**config.mk**
```make
export PLATFORM = sky130hd
export DESIGN_NAME = escaped_frame_param_receiver
export DESIGN_NICKNAME = d
export VERILOG_FILES = /design/src/sv/efpr_pkg.sv /design/src/sv/escaped_frame_param_receiver.sv /design/src/sv/efpr_front.sv /design/src/sv/efpr_job_fifo.sv /design/src/sv/efpr_emitter.sv
export SDC_FILE = /design/constraint.sdc
export NUM_CORES = 1
export LEC_CHECK = 0
export BUFFER_PORTS_ARGS = -buffer_cell sky130_fd_sc_hd__buf_2
export CAP_MARGIN = 20
export CORE_ASPECT_RATIO = 1.75
export CORE_MARGIN = 2
export CORE_UTILIZATION = 64
export CTS_CLUSTER_DIAMETER = 30
export CTS_CLUSTER_SIZE = 28
export DETAILED_ROUTE_END_ITERATION = 8
export GPL_TIMING_DRIVEN = 0
export HOLD_SLACK_MARGIN = 0.03
export PLACE_DENSITY = 0.84
export SLEW_MARGIN = 20
export SYNTH_ARGS = -nofsm -noshare
export SYNTH_HDL_FRONTEND = slang
export SYNTH_HIERARCHICAL = 1
export SYNTH_SLANG_ARGS = --single-unit
```
**constraint.sdc**
```tcl
create_clock -name clk_i -period 14.64 [get_ports clk_i]
set_input_delay 2.928 -clock clk_i [delete_from_list [all_inputs] [get_ports clk_i]]
set_output_delay 2.928 -clock clk_i [all_outputs]
set_load 0.03 [all_outputs]
```
**src/sv/efpr_pkg.sv**
```systemverilog
// ----------------------------------------------------------------------------
// efpr_pkg: shared types and constants
// Byte codes, register indexes and the job record passed from the frame
// parser to the write emitter.
// ----------------------------------------------------------------------------
package efpr_pkg;

  localparam int unsigned NUM_CHANNELS_DEF = 16;
  localparam int unsigned JOB_DEPTH        = 2;
  localparam int unsigned PAYLOAD_KEEP     = 5;

  localparam logic [7:0] START_BYTE = 8'h7A;
  localparam logic [7:0] ESC_BYTE   = 8'h7B;
  localparam logic [7:0] ESC_CODE0  = 8'h00;
  localparam logic [7:0] ESC_CODE1  = 8'h01;

  localparam logic [2:0] TYPE_WIDE  = 3'd6;

  // configuration register indexes
  localparam logic [1:0] REG_NODE_ID       = 2'd0;
  localparam logic [1:0] REG_CHANNEL_COUNT = 2'd1;
  localparam logic [1:0] REG_CHANNEL_TYPES = 2'd2;

  typedef struct packed {
    logic [7:0]  node_id;
    logic [4:0]  channel_count;
    logic [47:0] channel_types;
  } cfg_t;

  // one accepted frame: channel, index of its final byte, value bytes
  typedef struct packed {
    logic [3:0]      channel;
    logic [1:0]      last_idx;
    logic [3:0][7:0] value;
  } job_t;

  // index of the final byte write for a channel type:
  // type 6 is four bytes, otherwise 1 << (type mod 3) bytes
  function automatic logic [1:0] last_index(input logic [2:0] ch_type);
    logic [1:0] res;
    res = 2'd0;
    case (ch_type)
      3'd0, 3'd3:       res = 2'd0;
      3'd1, 3'd4, 3'd7: res = 2'd1;
      default:          res = 2'd3;  // 2, 5 and TYPE_WIDE
    endcase
    return res;
  endfunction

endpackage

```
**src/sv/escaped_frame_param_receiver.sv**
```systemverilog
// ----------------------------------------------------------------------------
// escaped_frame_param_receiver: byte-stuffed parameter frame receiver
// Rebuilds escaped link frames and turns accepted parameter frames into
// byte writes for one channel.
// ----------------------------------------------------------------------------
// Usage:
//   Input side is a queue write port: raw link bytes on rx_byte_i are taken
//   at each edge with push high and full low, one byte per cycle. full only
//   rises while the job queue holds two frames whose writes are not yet out.
//   Result side is a queue read port: while empty is low the oldest byte
//   write (channel_o, byte_offset_o, byte_value_o, last_write_o) is shown
//   and is taken at an edge with pop high. A frame gives 1, 2 or 4 writes,
//   one per cycle while pop stays high, the last flagged by last_write_o;
//   rejected frames give none. With the emitter idle, the job of a frame is
//   written into the queue at the edge that takes its completing byte and
//   then moves into the emitter register, which shows its first write. A
//   stalled reader holds the current write; the parser keeps taking bytes
//   until the two-entry job queue fills.
//   The configuration channel (cfg_valid_i/cfg_ready_o) is always ready;
//   write it only while the block is idle.
//   Reset clears the parser, the queues, the configuration registers and
//   the five stored data bytes, which are kept across frames afterwards.
// ----------------------------------------------------------------------------
module escaped_frame_param_receiver #(
  parameter int unsigned NumChannels = efpr_pkg::NUM_CHANNELS_DEF,
  parameter int unsigned JobDepth    = efpr_pkg::JOB_DEPTH
) (
  input  logic        clk_i,
  input  logic        rst_ni,
  // link byte input
  input  logic        push,
  output logic        full,
  input  logic [7:0]  rx_byte_i,
  // byte write results
  output logic        empty,
  input  logic        pop,
  output logic [3:0]  channel_o,
  output logic [1:0]  byte_offset_o,
  output logic [7:0]  byte_value_o,
  output logic        last_write_o,
  // configuration writes
  input  logic        cfg_valid_i,
  output logic        cfg_ready_o,
  input  logic [1:0]  cfg_index_i,
  input  logic [47:0] cfg_data_i
);
  import efpr_pkg::*;

  cfg_t cfg_q;

  logic byte_take;
  logic job_push;
  job_t job_in;
  job_t job_out;
  logic fifo_full;
  logic fifo_empty;
  logic job_take;

  // configuration registers, always ready
  assign cfg_ready_o = 1'b1;

  always_ff @(posedge clk_i or negedge rst_ni) begin
    if (!rst_ni) begin
      cfg_q <= '0;
    end else if (cfg_valid_i) begin
      unique case (cfg_index_i)
        REG_NODE_ID:       cfg_q.node_id       <= cfg_data_i[7:0];
        REG_CHANNEL_COUNT: cfg_q.channel_count <= cfg_data_i[4:0];
        REG_CHANNEL_TYPES: cfg_q.channel_types <= cfg_data_i;
        default: ;  // unmapped index, ignored
      endcase
    end
  end

  // a byte is only taken when a completing frame is sure to find queue room
  assign full      = fifo_full;
  assign byte_take = push && !fifo_full;

  efpr_front #(
    .NumChannels (NumChannels)
  ) u_front (
    .clk_i       (clk_i),
    .rst_ni      (rst_ni),
    .valid_i     (byte_take),
    .byte_i      (rx_byte_i),
    .cfg_i       (cfg_q),
    .job_valid_o (job_push),
    .job_o       (job_in)
  );

  efpr_job_fifo #(
    .Depth (JobDepth)
  ) u_job_fifo (
    .clk_i   (clk_i),
    .rst_ni  (rst_ni),
    .push_i  (job_push),
    .wdata_i (job_in),
    .pop_i   (job_take),
    .rdata_o (job_out),
    .full_o  (fifo_full),
    .empty_o (fifo_empty)
  );

  efpr_emitter u_emitter (
    .clk_i         (clk_i),
    .rst_ni        (rst_ni),
    .job_avail_i   (!fifo_empty),
    .job_i         (job_out),
    .job_take_o    (job_take),
    .pop_i         (pop),
    .empty_o       (empty),
    .channel_o     (channel_o),
    .byte_offset_o (byte_offset_o),
    .byte_value_o  (byte_value_o),
    .last_write_o  (last_write_o)
  );

  // a job is only ever pushed into a queue with room
  a_no_overflow: assert property (@(posedge clk_i) disable iff (!rst_ni)
    job_push |-> !fifo_full)
    else $error("job queue overflow");

  // a write that is not the last is followed by the next byte of the value
  a_offset_step: assert property (@(posedge clk_i) disable iff (!rst_ni)
    (pop && !empty && !last_write_o) |=>
      (!empty && byte_offset_o == $past(byte_offset_o) + 2'd1))
    else $error("byte offset did not advance within a frame");

  // a burst that starts from empty starts at offset zero
  a_burst_start: assert property (@(posedge clk_i) disable iff (!rst_ni)
    $fell(empty) |-> (byte_offset_o == 2'd0))
    else $error("write burst did not start at offset zero");

endmodule

```
**src/sv/efpr_front.sv**
```systemverilog
// ----------------------------------------------------------------------------
// efpr_front: frame parser
// Unescapes link bytes, tracks the header and data bytes and, on frame
// completion, checks id and channel and hands a write job to the queue.
// ----------------------------------------------------------------------------
module efpr_front #(
  parameter int unsigned NumChannels = efpr_pkg::NUM_CHANNELS_DEF
) (
  input  logic              clk_i,
  input  logic              rst_ni,
  input  logic              valid_i,
  input  logic [7:0]        byte_i,
  input  efpr_pkg::cfg_t    cfg_i,
  output logic              job_valid_o,
  output efpr_pkg::job_t    job_o
);
  import efpr_pkg::*;

  logic                  in_frame_q, in_frame_d;
  logic                  esc_q, esc_d;
  logic [16:0]           count_q, count_d;
  logic [7:0]            id_q, id_d;
  logic [15:0]           len_q, len_d;
  logic [PAYLOAD_KEEP-1:0][7:0] pay_q, pay_d;

  logic [16:0] cnt_inc;
  logic [7:0]  data_byte;
  logic        take;
  logic        done;
  logic [7:0]  ch;
  logic [2:0]  ch_type;
  logic        ch_ok;
  logic [2:0]  slot;

  assign cnt_inc = count_q + 17'd1;
  assign ch      = pay_d[0];
  assign ch_type = cfg_i.channel_types[6'(ch[3:0]) * 6'd3 +: 3];
  assign ch_ok   = (ch < {3'b000, cfg_i.channel_count}) && (ch < 8'(NumChannels));
  assign slot    = 3'(cnt_inc - 17'd6);

  always_comb begin
    in_frame_d = in_frame_q;
    esc_d      = esc_q;
    count_d    = count_q;
    id_d       = id_q;
    len_d      = len_q;
    pay_d      = pay_q;
    take       = 1'b0;
    data_byte  = byte_i;
    done       = 1'b0;

    if (valid_i) begin
      if (byte_i == START_BYTE) begin
        in_frame_d = 1'b1;
        esc_d      = 1'b0;
        count_d    = 17'd1;
        id_d       = '0;
        len_d      = '0;
      end else if (byte_i == ESC_BYTE) begin
        esc_d = 1'b1;
      end else if (esc_q) begin
        esc_d = 1'b0;
        if (byte_i == ESC_CODE0 || byte_i == ESC_CODE1) begin
          take      = in_frame_q;
          data_byte = byte_i[0] ? ESC_BYTE : START_BYTE;
        end else begin
          // bad escape aborts the frame
          in_frame_d = 1'b0;
          count_d    = '0;
          id_d       = '0;
          len_d      = '0;
        end
      end else begin
        take = in_frame_q;
      end
    end

    if (take) begin
      count_d = cnt_inc;
      case (cnt_inc)
        17'd2: ;  // frame type, not used
        17'd3: id_d = data_byte;
        17'd4: len_d[7:0]  = data_byte;
        17'd5: len_d[15:8] = data_byte;
        default: begin
          if (cnt_inc <= 17'd10) begin
            pay_d[slot] = data_byte;
          end
          if (cnt_inc >= {1'b0, len_q} + 17'd5) begin
            done       = 1'b1;
            in_frame_d = 1'b0;
            esc_d      = 1'b0;
            count_d    = '0;
            id_d       = '0;
            len_d      = '0;
          end
        end
      endcase
    end
  end

  assign job_valid_o    = done && (id_q == cfg_i.node_id) && ch_ok;
  assign job_o.channel  = ch[3:0];
  assign job_o.last_idx = last_index(ch_type);
  assign job_o.value    = {pay_d[4], pay_d[3], pay_d[2], pay_d[1]};

  always_ff @(posedge clk_i or negedge rst_ni) begin
    if (!rst_ni) begin
      in_frame_q <= 1'b0;
      esc_q      <= 1'b0;
      count_q    <= '0;
      id_q       <= '0;
      len_q      <= '0;
      pay_q      <= '0;
    end else begin
      in_frame_q <= in_frame_d;
      esc_q      <= esc_d;
      count_q    <= count_d;
      id_q       <= id_d;
      len_q      <= len_d;
      pay_q      <= pay_d;
    end
  end

endmodule

```
**src/sv/efpr_job_fifo.sv**
```systemverilog
// ----------------------------------------------------------------------------
// efpr_job_fifo: job queue
// Short queue of write jobs between the frame parser and the emitter.
// ----------------------------------------------------------------------------
module efpr_job_fifo #(
  parameter int unsigned Depth = efpr_pkg::JOB_DEPTH
) (
  input  logic           clk_i,
  input  logic           rst_ni,
  input  logic           push_i,
  input  efpr_pkg::job_t wdata_i,
  input  logic           pop_i,
  output efpr_pkg::job_t rdata_o,
  output logic           full_o,
  output logic           empty_o
);
  import efpr_pkg::*;

  localparam int unsigned PtrW = (Depth > 1) ? $clog2(Depth) : 1;
  localparam int unsigned CntW = $clog2(Depth + 1);

  job_t            mem_q [Depth];
  logic [PtrW-1:0] wptr_q, rptr_q;
  logic [CntW-1:0] cnt_q;

  assign full_o  = (cnt_q == CntW'(Depth));
  assign empty_o = (cnt_q == '0);
  assign rdata_o = mem_q[rptr_q];

  always_ff @(posedge clk_i) begin
    if (push_i) begin
      mem_q[wptr_q] <= wdata_i;
    end
  end

  always_ff @(posedge clk_i or negedge rst_ni) begin
    if (!rst_ni) begin
      wptr_q <= '0;
      rptr_q <= '0;
      cnt_q  <= '0;
    end else begin
      if (push_i) begin
        wptr_q <= (wptr_q == PtrW'(Depth - 1)) ? '0 : wptr_q + PtrW'(1);
      end
      if (pop_i) begin
        rptr_q <= (rptr_q == PtrW'(Depth - 1)) ? '0 : rptr_q + PtrW'(1);
      end
      case ({push_i, pop_i})
        2'b10:   cnt_q <= cnt_q + CntW'(1);
        2'b01:   cnt_q <= cnt_q - CntW'(1);
        default: cnt_q <= cnt_q;
      endcase
    end
  end

endmodule

```
**src/sv/efpr_emitter.sv**
```systemverilog
// ----------------------------------------------------------------------------
// efpr_emitter: write emitter
// Holds one job and presents its byte writes one at a time on the
// result side.
// ----------------------------------------------------------------------------
module efpr_emitter (
  input  logic           clk_i,
  input  logic           rst_ni,
  input  logic           job_avail_i,
  input  efpr_pkg::job_t job_i,
  output logic           job_take_o,
  input  logic           pop_i,
  output logic           empty_o,
  output logic [3:0]     channel_o,
  output logic [1:0]     byte_offset_o,
  output logic [7:0]     byte_value_o,
  output logic           last_write_o
);
  import efpr_pkg::*;

  logic       active_q;
  logic [1:0] idx_q;
  job_t       job_q;
  logic       taken;
  logic       last;

  assign last       = (idx_q == job_q.last_idx);
  assign taken      = active_q && pop_i;
  assign job_take_o = job_avail_i && (!active_q || (taken && last));

  assign empty_o       = !active_q;
  assign channel_o     = job_q.channel;
  assign byte_offset_o = idx_q;
  assign byte_value_o  = job_q.value[idx_q];
  assign last_write_o  = last;

  always_ff @(posedge clk_i) begin
    if (job_take_o) begin
      job_q <= job_i;
    end
  end

  always_ff @(posedge clk_i or negedge rst_ni) begin
    if (!rst_ni) begin
      active_q <= 1'b0;
      idx_q    <= '0;
    end else begin
      if (job_take_o) begin
        active_q <= 1'b1;
        idx_q    <= '0;
      end else if (taken) begin
        if (last) begin
          active_q <= 1'b0;
        end else begin
          idx_q <= idx_q + 2'd1;
        end
      end
    end
  end

endmodule

```
==> Yosys cells after proc, flatten, opt, wreduce, memory -nomap -nowiden <==
Memory sizes are Yosys's and may differ from the RTL's. A register that Yosys moved wholly into a read port is not among the register bits.
Cells that the tools add are included.
{ "totals": {"wordCells": 162, "ram_bits": 76, "reg_bits": 151, "mem_count": 1, "output_inout_bits": 18} }
{ "memory_table": {"columns": ["name", "words", "width", "rd", "rd_ports_with_merged_regs", "write_ports", "line_no", "source"], "rows": [
  ["u_job_fifo.mem_q", 2, 38, 1, 1, 1, "efpr_job_fifo.sv:22", "job_t mem_q [Depth];"]
]} }
{ "classes": {"multipliers": 1, "shifts": 1, "muxes": 71, "addsub": 8, "n_eq_ne": 21, "reduce_logical": 34, "magnitude_cmp": 7} }
{ "ops": {"columns": ["cell", "n"], "rows": [
  ["$mux 17", 8],
  ["$mux 40", 3],
  ["$mux 16", 7],
  ["$mux 8", 14],
  ["$pmux 8 s2", 3],
  ["$shiftx 48x7->3", 1],
  ["$bwmux 40", 1],
  ["$eq 17x2->1 const B", 2],
  ["$eq 17x3->1 const B", 2],
  ["$mux 1", 28],
  ["$demux 8 s3", 1],
  ["$add 16x3->17 const B", 1],
  ["$add 17x1->17 const B", 1],
  ["$ge 17x17->1", 1],
  ["$le 17x4->1 const B", 1],
  ["$bmux 8 s2", 1],
  ["$eq 8x7->1 const B", 2],
  ["$reduce_or 3->1", 4],
  ["$reduce_and 2->1", 5],
  ["$eq 8x1->1 const B", 1],
  ["$eq 8x8->1", 1],
  ["$logic_and 1x1->1", 8],
  ["$logic_not 8->1", 1],
  ["$lt 8x5->1", 1],
  ["other kinds (28)", 45]
]} }

==> Depth between registers and ports, before layout <==
{ "logic_depth": {"ltp_word": 16, "depth_mapped": 23} }

==> Cells and area by module <==
Netlist, hierarchy kept.
{ "modules_own_cells": {"columns": ["module", "area_each_um2", "cells_each", "n_inst", "seq_area_each_um2"], "rows": [
  ["efpr_front", 5545.3, 604, 1, 2077.0],
  ["efpr_job_fifo", 2972.9, 134, 1, 2382.3],
  ["escaped_frame_param_receiver", 2387.3, 134, 1, 1526.5],
  ["efpr_emitter", 1607.8, 76, 1, 1216.2]
]} }

==> Worst setup path before layout <==
No wires, ideal clock.
{ "synth_timing": {"path_kind": "input to register", "start": "input rx_byte_i[7]", "end": "memory u_job_fifo/mem_q[0][0] in the netlist's numbering (enable)", "arrival_time_ps": 8249, "stages": 19, "path_buffers": 3, "path_slack_ps": 5958, "path_cell_list": "buf_6 -> or4_4 -> o41ai_4 -> and4_1 -> buf_4 -> o21ai_2 -> or3_1 -> nand3b_4 -> a21o_4 -> inv_2 -> buf_2 -> ha_1 -> a21boi_0 -> o21a_1 -> o21ai_0 -> nand2b_1 -> a211oi_1 -> inv_1 -> nor2_1"} }
{ "synth_rtl": {"columns": ["element", "line_no", "source"], "rows": [
  ["start: declaration", "escaped_frame_param_receiver.sv:33", "input logic [7:0] rx_byte_i,"],
  ["end: declaration", "efpr_job_fifo.sv:22", null]
]} }

==> results.cfg <==
[sta]
report.final.slew_viol_count = 0
finalSetupViolations = 0
fin_crit_sh = 0.561
tns_ns = 0
max_slew_margin = 0.365
fmax_mhz = 122
fin_worst_skew_ns = 0.0305
hold_viol = 0
grt_setup_unrepaired = false
timing_worst_slew_pin_value_ns = 0.946
timing.hold.ws_ns = 0.493
finalCriticalPeriod_ns = 8.22

[worst_setup_path]
critPathLaunchType = primary input
critical_setup_path_class = primary input to flip-flop
critPathRequiredTime_ns = 14.89
critical_path.endpoint_type = flip-flop
critical_path_peak_fanout = 20
cp.arrival_ns = 8.47

[detailed_routing]
route.vias.total = 8141
routed_wl_um = 27700
drtAntennaViolNets = 0
avgViaCountPerCell = 6.13
detail_route.wl_per_cell_um = 20.8
drt_drc_violations_left = 0
drt_initial_violations = 665
drtPass1Iterations = 8

[clock_tree]
post-cts-setup-buffer-count = 0
clock-sinks = 265
cts.path.max_buffers = 3
htree_num_levels = 1
numCtsBuffers = 31
reg_clk_slew_reported_paths_ns = 0.06
cts-resized-gates = 0
clock_latency_ns = 0.57
cts_hold_repair.buffers = 0
cts_tree = done
root_buffer = clkbuf_16

[synth]
number_of_register_bits_inferred_by_synthesis = 265
dominantRegCellSynth = dfrtp_1
synth.most_common_cell = dfrtp_1
yosysTopAreaCellShare = 0.302
yosys.area_share.adder = 0.0268
syn-instance-count = 948
synth-seq-area-share = 0.576
synth-edff-count = 114
syn_nets = 1037
synth-xor-area-share = 0.0314
synthMuxAreaShare = 0.134
post_synth_most_frequent_cells = 151 x dfrtp_1, 114 x edfxtp_1, 79 x mux2_2
synth.cell_area_um2 = 12500
ys_warn_count = 6
synth-async-reset-ratio = 0.570
synth_compound_gate_area_share = 0.0892
largest_family_of_logic_cells_by_synthesized_area = multiplexers
ys_top_cells_by_area = dfrtp_1 30%, edfxtp_1 27%, mux2_2 7.1%, mux2_4 3.6%, buf_4 2.7%
most_area_hungry_cell_type_in_the_yosys_netlist = dfrtp_1
number_of_distinct_library_cells_after_synthesis = 74
synth_simple_gate_area_share = 0.0899
syn_area_per_cell_um2 = 13.2

[global_routing]
track_usage = 0.275
grt_antenna_before_repair = 2
grt_pass1_wl_um = 43900
grt_pass1_vias = 8548
global_route.overflow_total = 0
maximum_number_of_pins_on_one_net_before_global_route_repair = 101

[run_status]
status = completed

[final_layout]
finish.net_count = 1151
share_of_final_layout_standard_cells_stronger_than_drive_strength_1 = 0.301
p_r_area_growth_vs_syn_pct = 15.0
fin_util = 0.750

[place]
place_congestion = 0.909
dp_hpwl_um = 19000
placement.io_buffers = 77

[pwr]
worst_ir_drop_vdd_mv = 0.140
post-layout-total-power_mw = 2.18
power.density_nw_per_um2 = 152
static_leakage_power_nw = 6.39

[die]
num_io_pins = 81
die-area_um2 = 20700
core_um2 = 19200
dieHeight_um = 189
die_width_um = 110
std_cell_rows = 67
floorplan.initialDensity = 0.652

[run]
cap_viol_max_count = 0

[hold_path]
worst_hold_path_type = flip-flop to flip-flop
power breakdown:
part | switching, mW | leakage (nW) | total [mW] | internal [mW]
Clock | 0.332 | 0.509 | 0.771 | 0.440
Combinational | 0.273 | 2.78 | 0.488 | 0.216
Sequential | 0.0476 | 3.10 | 0.921 | 0.874
Total | 0.652 | 6.39 | 2.18 | 1.53
flip-flops by register name (all words and copies together), names as in the netlist, 2 cells and up:
signal                   count
u_front/count_q             17
u_job_fifo/cnt_q             2
u_emitter/job_q             34
u_emitter/byte_offset_o      2
u_emitter/channel_o          4
u_front/id_q                 8
u_job_fifo/mem_q            76
cfg_q                       61
u_front/len_q               16
u_front/pay_q               40
kinds of logic after synthesis:
| group | count (synthesis) |
|---|---|
| DFF | 265 |
| xor gates and xnor gates | 44 |
| other | 1 |
| muxes | 130 |
| and+or+nand+nor | 215 |
| buffers and inverters | 110 |
| AOI/OAI and AO/OA | 156 |
| adders and majority gates | 27 |
path summary, 6_finish.rpt:
| path | start | end | slack, ns | cells past startpoint |
|---|---|---|---|---|
| setup / recovery | rx_byte_i[2] | u_job_fifo/mem_q[0][24]$_DFFE_PP_ | 6.42 | 20 |
| max in group asynchronous | rst_ni | cfg_q[42]$_DFFE_PN0P_ | 11.54 | 2 |
| min in group asynchronous | rst_ni | u_front/count_q[6]$_DFFE_PN0P_ | 2.28 | 1 |
| setup reg to reg | u_front/count_q[1]$_DFFE_PN0P_ | u_job_fifo/mem_q[0][24]$_DFFE_PP_ | 8.15 | 19 |
| hold / removal | u_job_fifo/cnt_q[1]$_DFFE_PN0P_ | u_job_fifo/cnt_q[1]$_DFFE_PN0P_ | 0.49 | 1 |
| hold reg to reg | u_job_fifo/cnt_q[1]$_DFFE_PN0P_ | u_job_fifo/cnt_q[1]$_DFFE_PN0P_ | 0.49 | 1 |
routing by layer:
metal / vias to the layer above / routed length (um) / global-route usage
met5: - / 13 / 0
met4: 2 / 1080 / 0.113
met3: 86 / 1270 / 0.0372
met2: 299 / 15400 / 0.508
met1: 4056 / 9920 / 0.310
li1: 3698 / - / -
cell type report:
cell class | instances | area, um2
sequential | 265 | 7200
tap | 241 | 302
buffer | 84 | 561
multi-input combinational | 573 | 4680
fill | 1173 | 4810
antenna | 2 | 5.00
timing repair buffer | 81 | 505
inverter | 26 | 97.6
clock inverter | 23 | 256
clock buffer | 34 | 787
through the flow:
step / instance area, um2 / std cells / setup WS [ns]
finish: 14400 / 1329 / 6.42
global route: 14400 / 1328 / 6.22
CTS: 14400 / 1327 / 6.51
detailed placement: 13300 / 1270 / 6.04
global placement: 13200 / 1266 / 4.31
floorplan: 12500 / 948 / 5.96
worst max-delay path, stage by stage:
cell      delay (ns)
buf_2           0.13
or4_4           0.57
o41ai_4         0.31
and4_1          0.24
buf_4           0.17
o21ai_2         0.11
or3_1           0.38
nand3b_4        0.22
a21o_4          0.30
inv_2           0.27
buf_2           0.36
ha_1            0.30
a21boi_0        0.13
o21a_1          0.17
o21ai_0         0.14
nand2b_1        0.08
a211oi_1        0.52
inv_1           0.26
nor2_4          0.60
buf_16          0.24
cells in the final DEF (no fill, tap or decap), types with 15 or more instances in the layout:
master / synthesis / routed
dfrtp_1: 151 / 151
edfxtp_1: 114 / 114
buf_2: 8 / 84
mux2_2: 79 / 79
nand2_1: 71 / 71
o21ai_0: 47 / 47
buf_4: 45 / 45
clkbuf_16: 0 / 31
mux2_4: 30 / 30
xnor2_1: 26 / 26
nor2_1: 27 / 26
ha_1: 26 / 26
a22o_1: 24 / 24
inv_1: 23 / 23
nand3_1: 22 / 22
clkbuf_1: 17 / 20
a21oi_1: 17 / 17
xor2_1: 17 / 17
nor2b_1: 16 / 15
(Power assumes the default switching activity.)
